===== src/hw/rtl/btlp_pkg.sv =====
`timescale 1ns / 1ps
// Package for the button tap / long-press classifier.
// Holds the action codes, the classifier state type and field widths; no dependencies.
package btlp_pkg;

	localparam int unsigned TimeW = 32;
	localparam int unsigned CfgW  = 16;
	localparam int unsigned CntW  = 2;

	typedef enum logic [2:0] {
		ACT_NONE   = 3'd0,
		ACT_SINGLE = 3'd1,
		ACT_DOUBLE = 3'd2,
		ACT_TRIPLE = 3'd3,
		ACT_LONG   = 3'd4
	} action_t;

	// Configuration register indexes
	typedef enum logic {
		CFG_TAP_WINDOW = 1'b0,
		CFG_LONG_PRESS = 1'b1
	} cfg_idx_t;

	localparam logic [CfgW-1:0] TapWindowRst = 16'd400;
	localparam logic [CfgW-1:0] LongPressRst = 16'd800;

	typedef struct packed {
		logic             held;
		logic [TimeW-1:0] press_start_time;
		logic [TimeW-1:0] last_release_time;
		logic [CntW-1:0]  tap_counter;
		logic             long_reported;
	} btlp_state_t;

endpackage


===== src/hw/rtl/btlp_if.sv =====
`timescale 1ns / 1ps
// Valid/ready channel interfaces for the poll items and the action items.
// Depends on btlp_pkg.
interface btlp_in_if;
	logic        valid;
	logic        ready;
	logic        button_down;
	logic [31:0] now_ms;

	modport source (output valid, output button_down, output now_ms, input ready);
	modport sink   (input valid, input button_down, input now_ms, output ready);
endinterface

interface btlp_out_if;
	logic                  valid;
	logic                  ready;
	btlp_pkg::action_t     action;

	modport source (output valid, output action, input ready);
	modport sink   (input valid, input action, output ready);
endinterface


===== src/hw/rtl/btlp_step.sv =====
`timescale 1ns / 1ps
// Next-state and action logic for one poll of the classifier.
// Depends on btlp_pkg.
module btlp_step (
	input  btlp_pkg::btlp_state_t               state,
	input  logic                                button_down,
	input  logic [btlp_pkg::TimeW-1:0]          now_ms,
	input  logic [btlp_pkg::CfgW-1:0]           tap_window_ms,
	input  logic [btlp_pkg::CfgW-1:0]           long_press_ms,
	output btlp_pkg::btlp_state_t               state_next,
	output btlp_pkg::action_t                   action
);
	import btlp_pkg::*;

	logic [TimeW-1:0] since_release;
	logic [TimeW-1:0] since_press;
	logic [TimeW-1:0] win_ext;
	logic [TimeW-1:0] long_ext;
	logic             have_release;
	logic             single_expired;
	logic [CntW-1:0]  cnt_tmp;

	assign since_release  = now_ms - state.last_release_time;
	assign since_press    = now_ms - state.press_start_time;
	assign win_ext        = {{(TimeW-CfgW){1'b0}}, tap_window_ms};
	assign long_ext       = {{(TimeW-CfgW){1'b0}}, long_press_ms};
	assign have_release   = (state.last_release_time != '0);
	assign single_expired = (state.tap_counter == CntW'(1)) && have_release && !state.held &&
		(since_release >= win_ext);

	always_comb begin
		state_next = state;
		action     = ACT_NONE;
		cnt_tmp    = state.tap_counter;
		if (single_expired) begin
			// lone tap window ran out: report and do nothing else this poll
			state_next.tap_counter       = '0;
			state_next.last_release_time = '0;
			action                       = ACT_SINGLE;
		end else if (button_down && !state.held) begin
			state_next.held             = 1'b1;
			state_next.press_start_time = now_ms;
			state_next.long_reported    = 1'b0;
		end else if (!button_down && state.held) begin
			state_next.held = 1'b0;
			if (state.long_reported) begin
				cnt_tmp = '0;
			end else if (have_release && (since_release < win_ext)) begin
				cnt_tmp = state.tap_counter + CntW'(1);
			end else begin
				cnt_tmp = CntW'(1);
			end
			state_next.tap_counter       = cnt_tmp;
			state_next.last_release_time = now_ms;
			if (cnt_tmp == CntW'(3)) begin
				action                       = ACT_TRIPLE;
				state_next.tap_counter       = '0;
				state_next.last_release_time = '0;
			end else if (cnt_tmp == CntW'(2)) begin
				action                       = ACT_DOUBLE;
				state_next.tap_counter       = '0;
				state_next.last_release_time = '0;
			end
		end else if (button_down && state.held && !state.long_reported &&
			(since_press >= long_ext)) begin
			state_next.long_reported     = 1'b1;
			state_next.tap_counter       = '0;
			state_next.last_release_time = '0;
			action                       = ACT_LONG;
		end
	end

endmodule


===== src/hw/rtl/button_tap_long_press_classifier.sv =====
`timescale 1ns / 1ps
// Top level of the button tap / long-press classifier.
// Depends on btlp_pkg, btlp_if (btlp_in_if, btlp_out_if) and btlp_step.
//
// Each poll item (button level plus a free-running millisecond timestamp)
// yields exactly one action item: none, single, double, triple or long press.
// A poll is captured in an input register, classified combinationally against
// the stored button state, and the action is registered in an output register
// when the input stage advances. The block takes one poll per cycle as long
// as the output side keeps taking actions; the single classification step
// between the input and output registers sets that rate. Configuration (tap
// window and long-press threshold, 16-bit milliseconds) must be written by the
// user through the plain write port while no poll is in flight; the block
// itself does not enforce this.
module button_tap_long_press_classifier (
	input  logic                           clk,
	input  logic                           arst_n,
	input  logic                           cfg_we,
	input  btlp_pkg::cfg_idx_t             cfg_index,
	input  logic [btlp_pkg::CfgW-1:0]      cfg_data,
	btlp_in_if.sink                        in_ch,
	btlp_out_if.source                     out_ch
);
	import btlp_pkg::*;

	// configuration registers
	logic [CfgW-1:0] tap_window_q;
	logic [CfgW-1:0] long_press_q;

	// input stage
	logic             valid_s1;
	logic             down_s1;
	logic [TimeW-1:0] now_s1;

	// classifier state and output register
	btlp_state_t state_q;
	btlp_state_t state_next;
	action_t     action_next;
	action_t     action_q;
	logic        out_valid_q;

	logic advance;

	// Move the input stage forward whenever the output register is free or drains.
	assign advance      = !out_valid_q || out_ch.ready;
	assign in_ch.ready  = !valid_s1 || advance;
	assign out_ch.valid = out_valid_q;
	assign out_ch.action = action_q;

	always_ff @(posedge clk or negedge arst_n) begin
		if (!arst_n) begin
			tap_window_q <= TapWindowRst;
			long_press_q <= LongPressRst;
		end else if (cfg_we) begin
			case (cfg_index)
				CFG_TAP_WINDOW: tap_window_q <= cfg_data;
				CFG_LONG_PRESS: long_press_q <= cfg_data;
				default: ;
			endcase
		end
	end

	// Hold the captured poll until the classifier stage can take it.
	always_ff @(posedge clk or negedge arst_n) begin
		if (!arst_n) begin
			valid_s1 <= 1'b0;
		end else if (in_ch.ready) begin
			valid_s1 <= in_ch.valid;
		end
	end

	always_ff @(posedge clk) begin
		if (in_ch.ready && in_ch.valid) begin
			down_s1 <= in_ch.button_down;
			now_s1  <= in_ch.now_ms;
		end
	end

	btlp_step u_step (
		.state         (state_q),
		.button_down   (down_s1),
		.now_ms        (now_s1),
		.tap_window_ms (tap_window_q),
		.long_press_ms (long_press_q),
		.state_next    (state_next),
		.action        (action_next)
	);

	// Commit state and the action only when the poll actually advances.
	always_ff @(posedge clk or negedge arst_n) begin
		if (!arst_n) begin
			state_q     <= '0;
			out_valid_q <= 1'b0;
		end else if (advance) begin
			out_valid_q <= valid_s1;
			if (valid_s1) begin
				state_q <= state_next;
			end
		end
	end

	always_ff @(posedge clk) begin
		if (advance && valid_s1) begin
			action_q <= action_next;
		end
	end

endmodule


===== src/flat_wrapper.sv =====
// flat-port wrapper written by rule: the top's interface ports become plain ports
module button_tap_long_press_classifier_flat import btlp_pkg::*;
  (clk, arst_n, cfg_we, cfg_index, cfg_data, in_ch_valid, in_ch_button_down, in_ch_now_ms, in_ch_ready, out_ch_valid, out_ch_action, out_ch_ready);
  btlp_in_if in_ch_i ();
  btlp_out_if out_ch_i ();
  input  logic clk;
  input  logic arst_n;
  input  logic cfg_we;
  input  btlp_pkg::cfg_idx_t cfg_index;
  input  logic [btlp_pkg::CfgW-1:0] cfg_data;
  input wire logic [$bits(in_ch_i.valid)-1:0] in_ch_valid;
  input wire logic [$bits(in_ch_i.button_down)-1:0] in_ch_button_down;
  input wire logic [$bits(in_ch_i.now_ms)-1:0] in_ch_now_ms;
  output wire logic [$bits(in_ch_i.ready)-1:0] in_ch_ready;
  output wire logic [$bits(out_ch_i.valid)-1:0] out_ch_valid;
  output wire logic [$bits(out_ch_i.action)-1:0] out_ch_action;
  input wire logic [$bits(out_ch_i.ready)-1:0] out_ch_ready;
  assign in_ch_i.valid = in_ch_valid;
  assign in_ch_i.button_down = in_ch_button_down;
  assign in_ch_i.now_ms = in_ch_now_ms;
  assign in_ch_ready = in_ch_i.ready;
  assign out_ch_valid = out_ch_i.valid;
  assign out_ch_action = out_ch_i.action;
  assign out_ch_i.ready = out_ch_ready;
  button_tap_long_press_classifier u_core (.clk(clk), .arst_n(arst_n), .cfg_we(cfg_we), .cfg_index(cfg_index), .cfg_data(cfg_data), .in_ch(in_ch_i), .out_ch(out_ch_i));
endmodule

===== config.mk =====
export PLATFORM = sky130hd
export DESIGN_NAME = button_tap_long_press_classifier_flat
export DESIGN_NICKNAME = d
export VERILOG_FILES = /design/src/hw/rtl/btlp_pkg.sv /design/src/hw/rtl/btlp_if.sv /design/src/hw/rtl/btlp_step.sv /design/src/hw/rtl/button_tap_long_press_classifier.sv /design/src/flat_wrapper.sv
export SDC_FILE = /design/constraint.sdc
export NUM_CORES = 1
export LEC_CHECK = 0
export BUFFER_PORTS_ARGS = -buffer_cell sky130_fd_sc_hd__buf_2
export CAP_MARGIN = 20
export CORE_MARGIN = 3
export CORE_UTILIZATION = 50
export DETAILED_ROUTE_END_ITERATION = 12
export PLACE_DENSITY = 0.76
export SYNTH_ARGS = -nofsm -noshare
export SYNTH_HDL_FRONTEND = slang
export SYNTH_SLANG_ARGS = --single-unit

===== constraint.sdc =====
create_clock -name clk -period 10.2 [get_ports clk]
set_input_delay 1.53 -clock clk [delete_from_list [all_inputs] [get_ports clk]]
set_output_delay 1.53 -clock clk [all_outputs]
set_load 0.1 [all_outputs]

==> flow_summary.rst, run 1 <==
.. list-table::
   :header-rows: 1

   * - Metric
     - Value
   * - Critical path buffers and inverters
     - 1
   * - Number of storage elements in the synthesis netlist
     - 138
   * - Prevailing post-synth register cell
     - sky130_fd_sc_hd__dfrtp_1
   * - Cell type of the slowest stage on the worst timing path
     - sky130_fd_sc_hd__or4_1
   * - Number of setup violations in the final report
     - 0
   * - Post-route fraction of the period consumed by the critical path
     - 61.4%
   * - Peak per-stage delay on the critical path
     - 0.54 ns
   * - Type of element capturing the critical path
     - flop
   * - Max Cap Viol
     - 0
   * - Share of layout cells above drive strength 1
     - approximately 16%
   * - FF/Latch Area
     - 3640 sq um
   * - Placement Rows
     - between 50 and 60
   * - Area taken by multi-input logic gates
     - 5820 sq um
   * - Io pins
     - 60
   * - Number of antenna violations at the first check in global routing
     - 0
   * - Arrival time of data at the critical path endpoint
     - 6.56 ns
   * - Rel. slew slack
     - 32.9%
   * - Placement-stage cell area
     - 10600 sq um
   * - PD cells
     - 325 nW/um^2
   * - Clock input transition at the sequential cells of the worst setup and hold paths
     - 0.06 ns
   * - Maximum level of the CTS H-tree
     - 4
   * - Core footprint
     - 19700 sq um
   * - Number of instances in the synthesized netlist
     - between 1000 and 1500
   * - Dominant delay contributor by cell family on the critical path
     - simple AND/OR/NAND/NOR gates
   * - Synthesis warning total
     - 0
   * - Cell at the root of the clock tree
     - sky130_fd_sc_hd__clkbuf_16
   * - TritonRoute pass-1 iters
     - 7
   * - Top achievable clock speed
     - about 0.16 GHz
   * - Post-synth design cell area
     - 10100 sq um
   * - Result of the run
     - finished clean
   * - Final total negative setup slack
     - 0 ns
   * - Total inserted antenna cells
     - 0
   * - RD Place Congestion
     - 0.932
   * - Buffer depth of the longest clock path
     - 2
   * - DRC errors left
     - 0
   * - Pin count of the biggest net entering global routing
     - 65
   * - Routed Antenna Nets
     - 0
   * - Type of the worst setup path
     - reg2reg
   * - Number of cells upsized or downsized after cts
     - 0
   * - Via-to-Cell Ratio
     - around 6.0
   * - Die Ht
     - 148 um
   * - Worst reg2reg path startpoint
     - u_core.now_s1[9]
   * - Unique cell type count in the Yosys netlist
     - 86
   * - Leakage Power
     - 0.00493 uW
   * - Fill cell instance count of the final layout
     - 1724
   * - Number of endpoints with negative hold slack in the final report
     - 0
   * - Max Fanout on Critical Path
     - 32
   * - Clock tree from TritonCTS
     - done
   * - Net count reported at finish
     - 1261
   * - Startpoint type of the worst setup path
     - flop
   * - Die Wd
     - between 100 and 150 um
   * - Total number of vias
     - 8355
   * - DRC marker count from the first detailed-route iteration
     - between 600 and 700
   * - Slew Viols, Final
     - 0
   * - Nets in the synthesized netlist
     - 1213
   * - Hold Crit Start
     - u_core.valid_s1
   * - Sequential cell area fraction in the yosys report
     - 36.0%
   * - Total gr overflow
     - 0
   * - Initial standard-cell utilization of the core
     - 51.5%
   * - Overall global routing resource usage
     - 23.3%
   * - Total wire length
     - 25900 um
   * - Placed wire-length estimate after detailed placement
     - 20100 um
   * - Post-CTS setup buffer count
     - 0
   * - Setup repair after global routing missed its margin
     - no
   * - Layout Area Growth over Synthesis
     - 9.92%
   * - Hold Crit Class
     - reg2reg
   * - Final Instance Area
     - 11100 sq um
   * - Sinks on Clock Net
     - 138
   * - Worst-margin pin slew
     - around 1 ns
   * - Largest clock skew in the final design
     - 0.00835 ns
   * - Post-Synthesis Mean Instance Area
     - 9.58 sq um
   * - Hold buffer count at CTS
     - 0
   * - Source of the critical timing path
     - u_core.now_s1[9]
   * - Post-synth EDFFs
     - 36
   * - Vias in the first global route
     - 7894
   * - Wire length of the first global-routing pass
     - just over 40000 um
   * - Required time of the critical path
     - 10.50 ns
   * - Floorplan die area
     - approximately 22000 sq um
   * - Post-DR wirelength/cell
     - approximately 19 um
   * - Final Critical Period
     - 6.26 ns
   * - Clock latency on the worst-skew pair
     - 0.42 ns
   * - Cell-by-cell listing of the critical path
     - ha_1, a21oi_2, o211ai_1, or3b_1, o21ai_0, o21ai_0, xor2_1, ha_1, nand4_1, nor4_1, a21boi_0, or4_1, nor4b_1, nand3_1, nor4_2, and4_4, a31oi_4, nor2b_4, buf_4, mux2_2
   * - Port Buf Inserts
     - 59
   * - Proportion of register bits with asynchronous set or reset after synthesis
     - 73.9%
   * - IR Drop Worst-Case VDD
     - 0.159 mV
   * - CTS buffer count
     - 17
## where the power goes
group	internal, uW	switching (uW)
sequential	736	132
combinational	922	1240
clock	320	262
## cells in the final DEF, fill, tap and decap left out, types with 7 or more instances in the layout
cell | netlist | final
sky130_fd_sc_hd__mux2_4 | 29 | 29
sky130_fd_sc_hd__a211oi_1 | 11 | 11
sky130_fd_sc_hd__o211ai_1 | 7 | 7
sky130_fd_sc_hd__nand2b_1 | 13 | 13
sky130_fd_sc_hd__o21bai_1 | 8 | 8
sky130_fd_sc_hd__nor4_1 | 16 | 16
sky130_fd_sc_hd__nor2_1 | 55 | 55
sky130_fd_sc_hd__or3_1 | 7 | 7
sky130_fd_sc_hd__clkbuf_16 | 0 | 17
sky130_fd_sc_hd__o21ai_0 | 59 | 59
sky130_fd_sc_hd__ha_1 | 99 | 99
sky130_fd_sc_hd__inv_1 | 120 | 120
sky130_fd_sc_hd__edfxtp_1 | 36 | 36
sky130_fd_sc_hd__nand4_1 | 28 | 28
sky130_fd_sc_hd__xnor2_1 | 24 | 24
sky130_fd_sc_hd__nor3_1 | 22 | 22
sky130_fd_sc_hd__nand3_1 | 16 | 16
sky130_fd_sc_hd__a22o_1 | 36 | 36
sky130_fd_sc_hd__buf_2 | 6 | 58
sky130_fd_sc_hd__o21a_1 | 13 | 13
sky130_fd_sc_hd__mux2_2 | 22 | 22
sky130_fd_sc_hd__nand2_1 | 69 | 69
sky130_fd_sc_hd__dfrtp_1 | 96 | 96
sky130_fd_sc_hd__xor2_1 | 11 | 11
sky130_fd_sc_hd__a21oi_1 | 73 | 73
sky130_fd_sc_hd__a21o_1 | 25 | 25
## final cells by class
cell class | count | area share, %
clock buffers | 17 | 3.82
flip-flops and latches | 138 | 32.7
well taps | 265 | 2.98
multi-input cells | 765 | 52.3
inverters | 120 | 4.05
repair buffers | 63 | 2.95
clock inverters | 15 | 1.17
## sequential cells by signal (all words and copies together) (netlist names)
register,cells
u_core.state_q,68
u_core.now_s1,32
u_core.long_press_q,16
u_core.tap_window_q,16
u_core.out_ch.action,3
u_core.down_s1,1
u_core.out_ch.valid,1
u_core.valid_s1,1
## cell usage after synthesis, drive strengths merged, types with 22 or more instances
master | n | area [sq um]
a22o | 36 | 315
edfxtp | 36 | 1080
ha | 99 | 1240
o21ai | 63 | 319
mux2 | 51 | 683
xnor2 | 24 | 210
a21o | 25 | 188
nor3 | 22 | 110
nand4 | 28 | 175
a21oi | 75 | 383
dfrtp | 96 | 2400
inv | 120 | 450
nor2 | 55 | 206
nand2 | 70 | 265
## per-stage QoR
step / cells / setup WS (ns) / hold slack [ns] / utilization (%) / total power, uW
finish: 1383 / 3.94 / 0.485 / 56.6 / 3610
global route: 1383 / 3.61 / 0.495 / 56.6 / 3890
CTS: 1383 / 4.02 / 0.486 / 56.6 / 3580
detailed placement: 1351 / 4.05 / 0.471 / 53.8 / 2980
global placement: 1351 / 4.27 / 0.461 / 53.8 / 2930
floorplan: 1057 / 5.02 / 0.450 / - / 2510
## worst paths after layout
kind                                     endpoint  slack (ns)  depth (start not counted)
setup / recovery               u_core.state_q[35]        3.94                         20
hold reg to reg               u_core.out_ch.valid        0.49                          1
hold / removal                u_core.out_ch.valid        0.49                          1
max in group asynchronous  u_core.long_press_q[2]        7.91                          2
setup reg to reg               u_core.state_q[35]        3.94                         20
min in group asynchronous      u_core.state_q[62]        1.08                          1
## per-layer routing
metal  up-vias  global-route usage (%)  part of all wire, %
met5         -                       0                    0
met4         0                    7.02                  2.4
met3        50                    3.47                  5.2
met2       273                    37.0                   47
met1      4057                    33.3                   46
li1       3975                       -                    -
## cells by family after synthesis
logic type / synth area share, %
DFF: 36.0
and+or+nand+nor: 13.5
AOI/OAI and AO/OA: 21.2
buffers and inverters: 6.61
muxes: 7.14
adders and majority gates: 12.6
xor gates and xnor gates: 3.03
Power figures use the tool's default switching activity.
==> run 2: changes to the inputs <==
==> constraint.sdc (replaced) <==
create_clock -name clk -period 6.3 [get_ports clk]
set_input_delay 0.945 -clock clk [delete_from_list [all_inputs] [get_ports clk]]
set_output_delay 0.945 -clock clk [all_outputs]
set_load 0.1 [all_outputs]
==> run 2 against run 1 <==
Compared with the run above:
- cell area up 0.42%
- setup slack worse by 3.4 ns
- via count down 0.14%
- largest power group unchanged
- clock skew up 0.0021 ns
- clock power up 68%
- non-clock buffer count up 1
- register-to-register slack worse by 3.4 ns
- highest routed layer unchanged
- maximum frequency up 8.0%
- sequential share of layout area down 0.14 points
==> flow_summary.rst, run 2 (synthesized netlist as in run 1, its figures left out) <==
.. list-table::
   :header-rows: 1

   * - Metric
     - Value
   * - PnR worst setup slack
     - 0.499 ns (-3.44 ns)
   * - Largest register FFs
     - 68 (unchanged)
   * - Max Cap Viol
     - 0 (unchanged)
   * - Most flops, register
     - u_core.state_q
   * - Total gr overflow
     - 0 (unchanged)
   * - Number of setup violations in the final report
     - 0 (unchanged)
   * - Top Registers
     - u_core.state_q: 68 flops, u_core.now_s1: 32 flops
   * - Required time of the critical path
     - 6.66 ns (-3.84 ns)
   * - Initial standard-cell utilization of the core
     - 51.5% (unchanged)
   * - Core footprint
     - 19700 sq um (unchanged)
   * - Slew Viols, Final
     - 0 (unchanged)
   * - Total number of vias
     - 8343 (-0.14%)
   * - Clock input transition at the sequential cells of the worst setup and hold paths
     - 0.06 ns (about the same)
   * - Via-to-Cell Ratio
     - 6.03 (-0.22%)
   * - RD Place Congestion
     - 0.915 (-1.8%)
   * - Total wire length
     - 26400 um (+1.9%)
   * - Capturing point of the worst reg2reg path
     - u_core.state_q[6]
   * - Reg2Reg Depth
     - 20 (unchanged)
   * - Layout Area Growth over Synthesis
     - 10.4%
   * - Floorplan die area
     - 22000 sq um (unchanged)
   * - Worst-margin pin slew
     - 1.03 ns (+0.0251 ns)
   * - Most frequent cells in the layout
     - 120 x sky130_fd_sc_hd__inv_1, 99 x sky130_fd_sc_hd__ha_1, 96 x sky130_fd_sc_hd__dfrtp_1
   * - Number of endpoints with negative hold slack in the final report
     - 0 (unchanged)
   * - Total inserted antenna cells
     - 0 (unchanged)
   * - IR Drop Worst-Case VDD
     - 0.301 mV (+90%)
   * - Sum of internal, switching and leakage power
     - 5900 uW (+63%)
   * - Leakage Power
     - 0.00495 uW (+0.40%)
   * - Post-DR wirelength/cell
     - 19.1 um (+1.8%)
   * - Fill cell instance count of the final layout
     - 1708 (-0.93%)
   * - Post-CTS setup buffer count
     - 0 (unchanged)
   * - Final Instance Area
     - 11200 sq um (+0.42%)
   * - Buffer depth of the longest clock path
     - 2 (unchanged)
   * - Port Buf Inserts
     - 59 (unchanged)
   * - FF-to-FF setup slack
     - 0.50 ns (-3.44 ns)
   * - Arrival time of data at the critical path endpoint
     - 6.16 ns (-0.40 ns)
   * - Net count reported at finish
     - 1262 (+0.079%)
   * - DRC marker count from the first detailed-route iteration
     - 790 (+25%)
   * - Die Ht
     - 148 um (unchanged)
   * - Cell at the root of the clock tree
     - sky130_fd_sc_hd__clkbuf_16
   * - Post-route fraction of the period consumed by the critical path
     - 92.1% (+31 points)
   * - Wire length of the first global-routing pass
     - 42600 um (+3.9%)
   * - Share of layout cells above drive strength 1
     - 15.2% (-0.37 points)
   * - PD cells
     - 528 nW/um^2 (+63%)
   * - Clock tree from TritonCTS
     - done
   * - Type of element capturing the critical path
     - flop
   * - Die Wd
     - 148 um (unchanged)
   * - Final Critical Period
     - 5.80 ns (-0.463 ns)
   * - Clock latency on the worst-skew pair
     - 0.43 ns (about the same)
   * - Pin count of the biggest net entering global routing
     - 63 (-3.1%)
   * - Rel. slew slack
     - 31.2% (-1.7 points)
   * - Worst reg2reg path startpoint
     - u_core.now_s1[9]
   * - Most frequent standard cell in the layout excluding fill and tap cells
     - sky130_fd_sc_hd__inv_1
   * - DRC errors left
     - 0 (unchanged)
   * - Type of the worst setup path
     - reg2reg
   * - Largest clock skew in the final design
     - 0.0105 ns (+0.00215 ns)
   * - Max Fanout on Critical Path
     - 24 (-25%)
   * - Placement Rows
     - 51 (unchanged)
   * - Final total negative setup slack
     - 0 ns (unchanged)
   * - Setup WS pre-CTS
     - 0.422 ns (-3.63 ns)
   * - Top achievable clock speed
     - 0.172 GHz (+8.0%)
   * - Placement-stage cell area
     - 10600 sq um (+0.31%)
   * - TritonRoute pass-1 iters
     - 5 (-2)
   * - Sinks on Clock Net
     - 138 (unchanged)
   * - Setup repair after global routing missed its margin
     - no
   * - Hold buffer count at CTS
     - 0 (unchanged)
   * - Placed wire-length estimate after detailed placement
     - 20100 um (about the same)
   * - Maximum level of the CTS H-tree
     - 4 (unchanged)
   * - Hold Crit Class
     - in2async
   * - Routed Antenna Nets
     - 0 (unchanged)
   * - CTS buffer count
     - 17 (unchanged)
   * - Result of the run
     - finished clean
   * - Number of antenna violations at the first check in global routing
     - 0 (unchanged)
   * - Startpoint type of the worst setup path
     - flop
   * - Io pins
     - 60 (unchanged)
   * - Vias in the first global route
     - 8042 (+1.9%)
   * - Overall global routing resource usage
     - 24.3% (+1.0 points)
-- run 2: cell types whose count changed in the layout (fill, tap and decap cells not counted), sizes merged --
cell,change
clkinv,+3
buf,+1
clkbuf,+4
bufinv,+2
inv,-7
clkinvlp,-2
-- run 2: area by class of cell --
cell class	count	area (sq um)	area share, %
multi-input combinational	765	5820	52.1
tap	265	332	2.97
clock buffer	21	450	4.03
clock inverter	11	119	1.06
inverter	120	450	4.03
sequential	138	3640	32.6
timing repair buffer	64	360	3.22
-- run 2: per-layer routing --
layer	global-route usage, %	vias up	part of all wire, %
met5	0	-	0
met4	7.02	0	2.5
met3	3.72	44	5.3
met2	39.3	301	46
met1	34.1	4022	46
li1	-	3976	-
-- run 2: worst max-delay path, cell delays in order, from the launching register on --
cell and delay (ns):
sky130_fd_sc_hd__edfxtp_1 0.45, sky130_fd_sc_hd__ha_1 0.40, sky130_fd_sc_hd__a21oi_2 0.24, sky130_fd_sc_hd__o211ai_1 0.16
sky130_fd_sc_hd__or3b_1 0.42, sky130_fd_sc_hd__o21ai_1 0.30, sky130_fd_sc_hd__o21ai_0 0.18, sky130_fd_sc_hd__xor2_1 0.18
sky130_fd_sc_hd__ha_1 0.31, sky130_fd_sc_hd__nand4_1 0.16, sky130_fd_sc_hd__nor4_1 0.09, sky130_fd_sc_hd__a21boi_0 0.14
sky130_fd_sc_hd__or4_1 0.55, sky130_fd_sc_hd__nor4b_1 0.30, sky130_fd_sc_hd__nand3_1 0.13, sky130_fd_sc_hd__nor4_2 0.35
sky130_fd_sc_hd__and4_4 0.33, sky130_fd_sc_hd__a31oi_4 0.15, sky130_fd_sc_hd__a211oi_4 0.47, sky130_fd_sc_hd__buf_12 0.23
sky130_fd_sc_hd__a22o_1 0.17
-- run 2: worst max-delay path by stage --
stage,start,end,slack [ns],cells after the start
detailed placement,u_core.now_s1[9],u_core.state_q[66],0.42,20
CTS,u_core.now_s1[9],u_core.state_q[66],0.39,20
finish,u_core.now_s1[9],u_core.state_q[6],0.50,20
global placement,u_core.now_s1[9],u_core.state_q[35],0.58,20
global route,u_core.now_s1[9],u_core.state_q[6],0.09,20
floorplan,u_core.now_s1[9],u_core.state_q[37],1.12,21
-- run 2: per-stage QoR --
stage	instances	hold slack (ns)	utilization [%]
2_1_floorplan	1057	0.450	-
3_3_place_gp	1352	0.470	54.0
3_5_place_dp	1352	0.478	54.0
4_1_cts	1384	0.492	56.9
5_1_grt	1384	0.505	56.9
6_report	1384	0.490	56.9
-- run 2: where the power goes --
part           total (uW)  internal [uW]  switching [uW]
combinational        3500           1500            2000
clock                 978            592             387
sequential           1420           1190             228
total                5900           3280            2620
-- run 2: what timing repair did --
action,CTS,global route
hold endpoints to repair,0,0
resized for setup,0,1
endpoints found under the setup margin,0,55
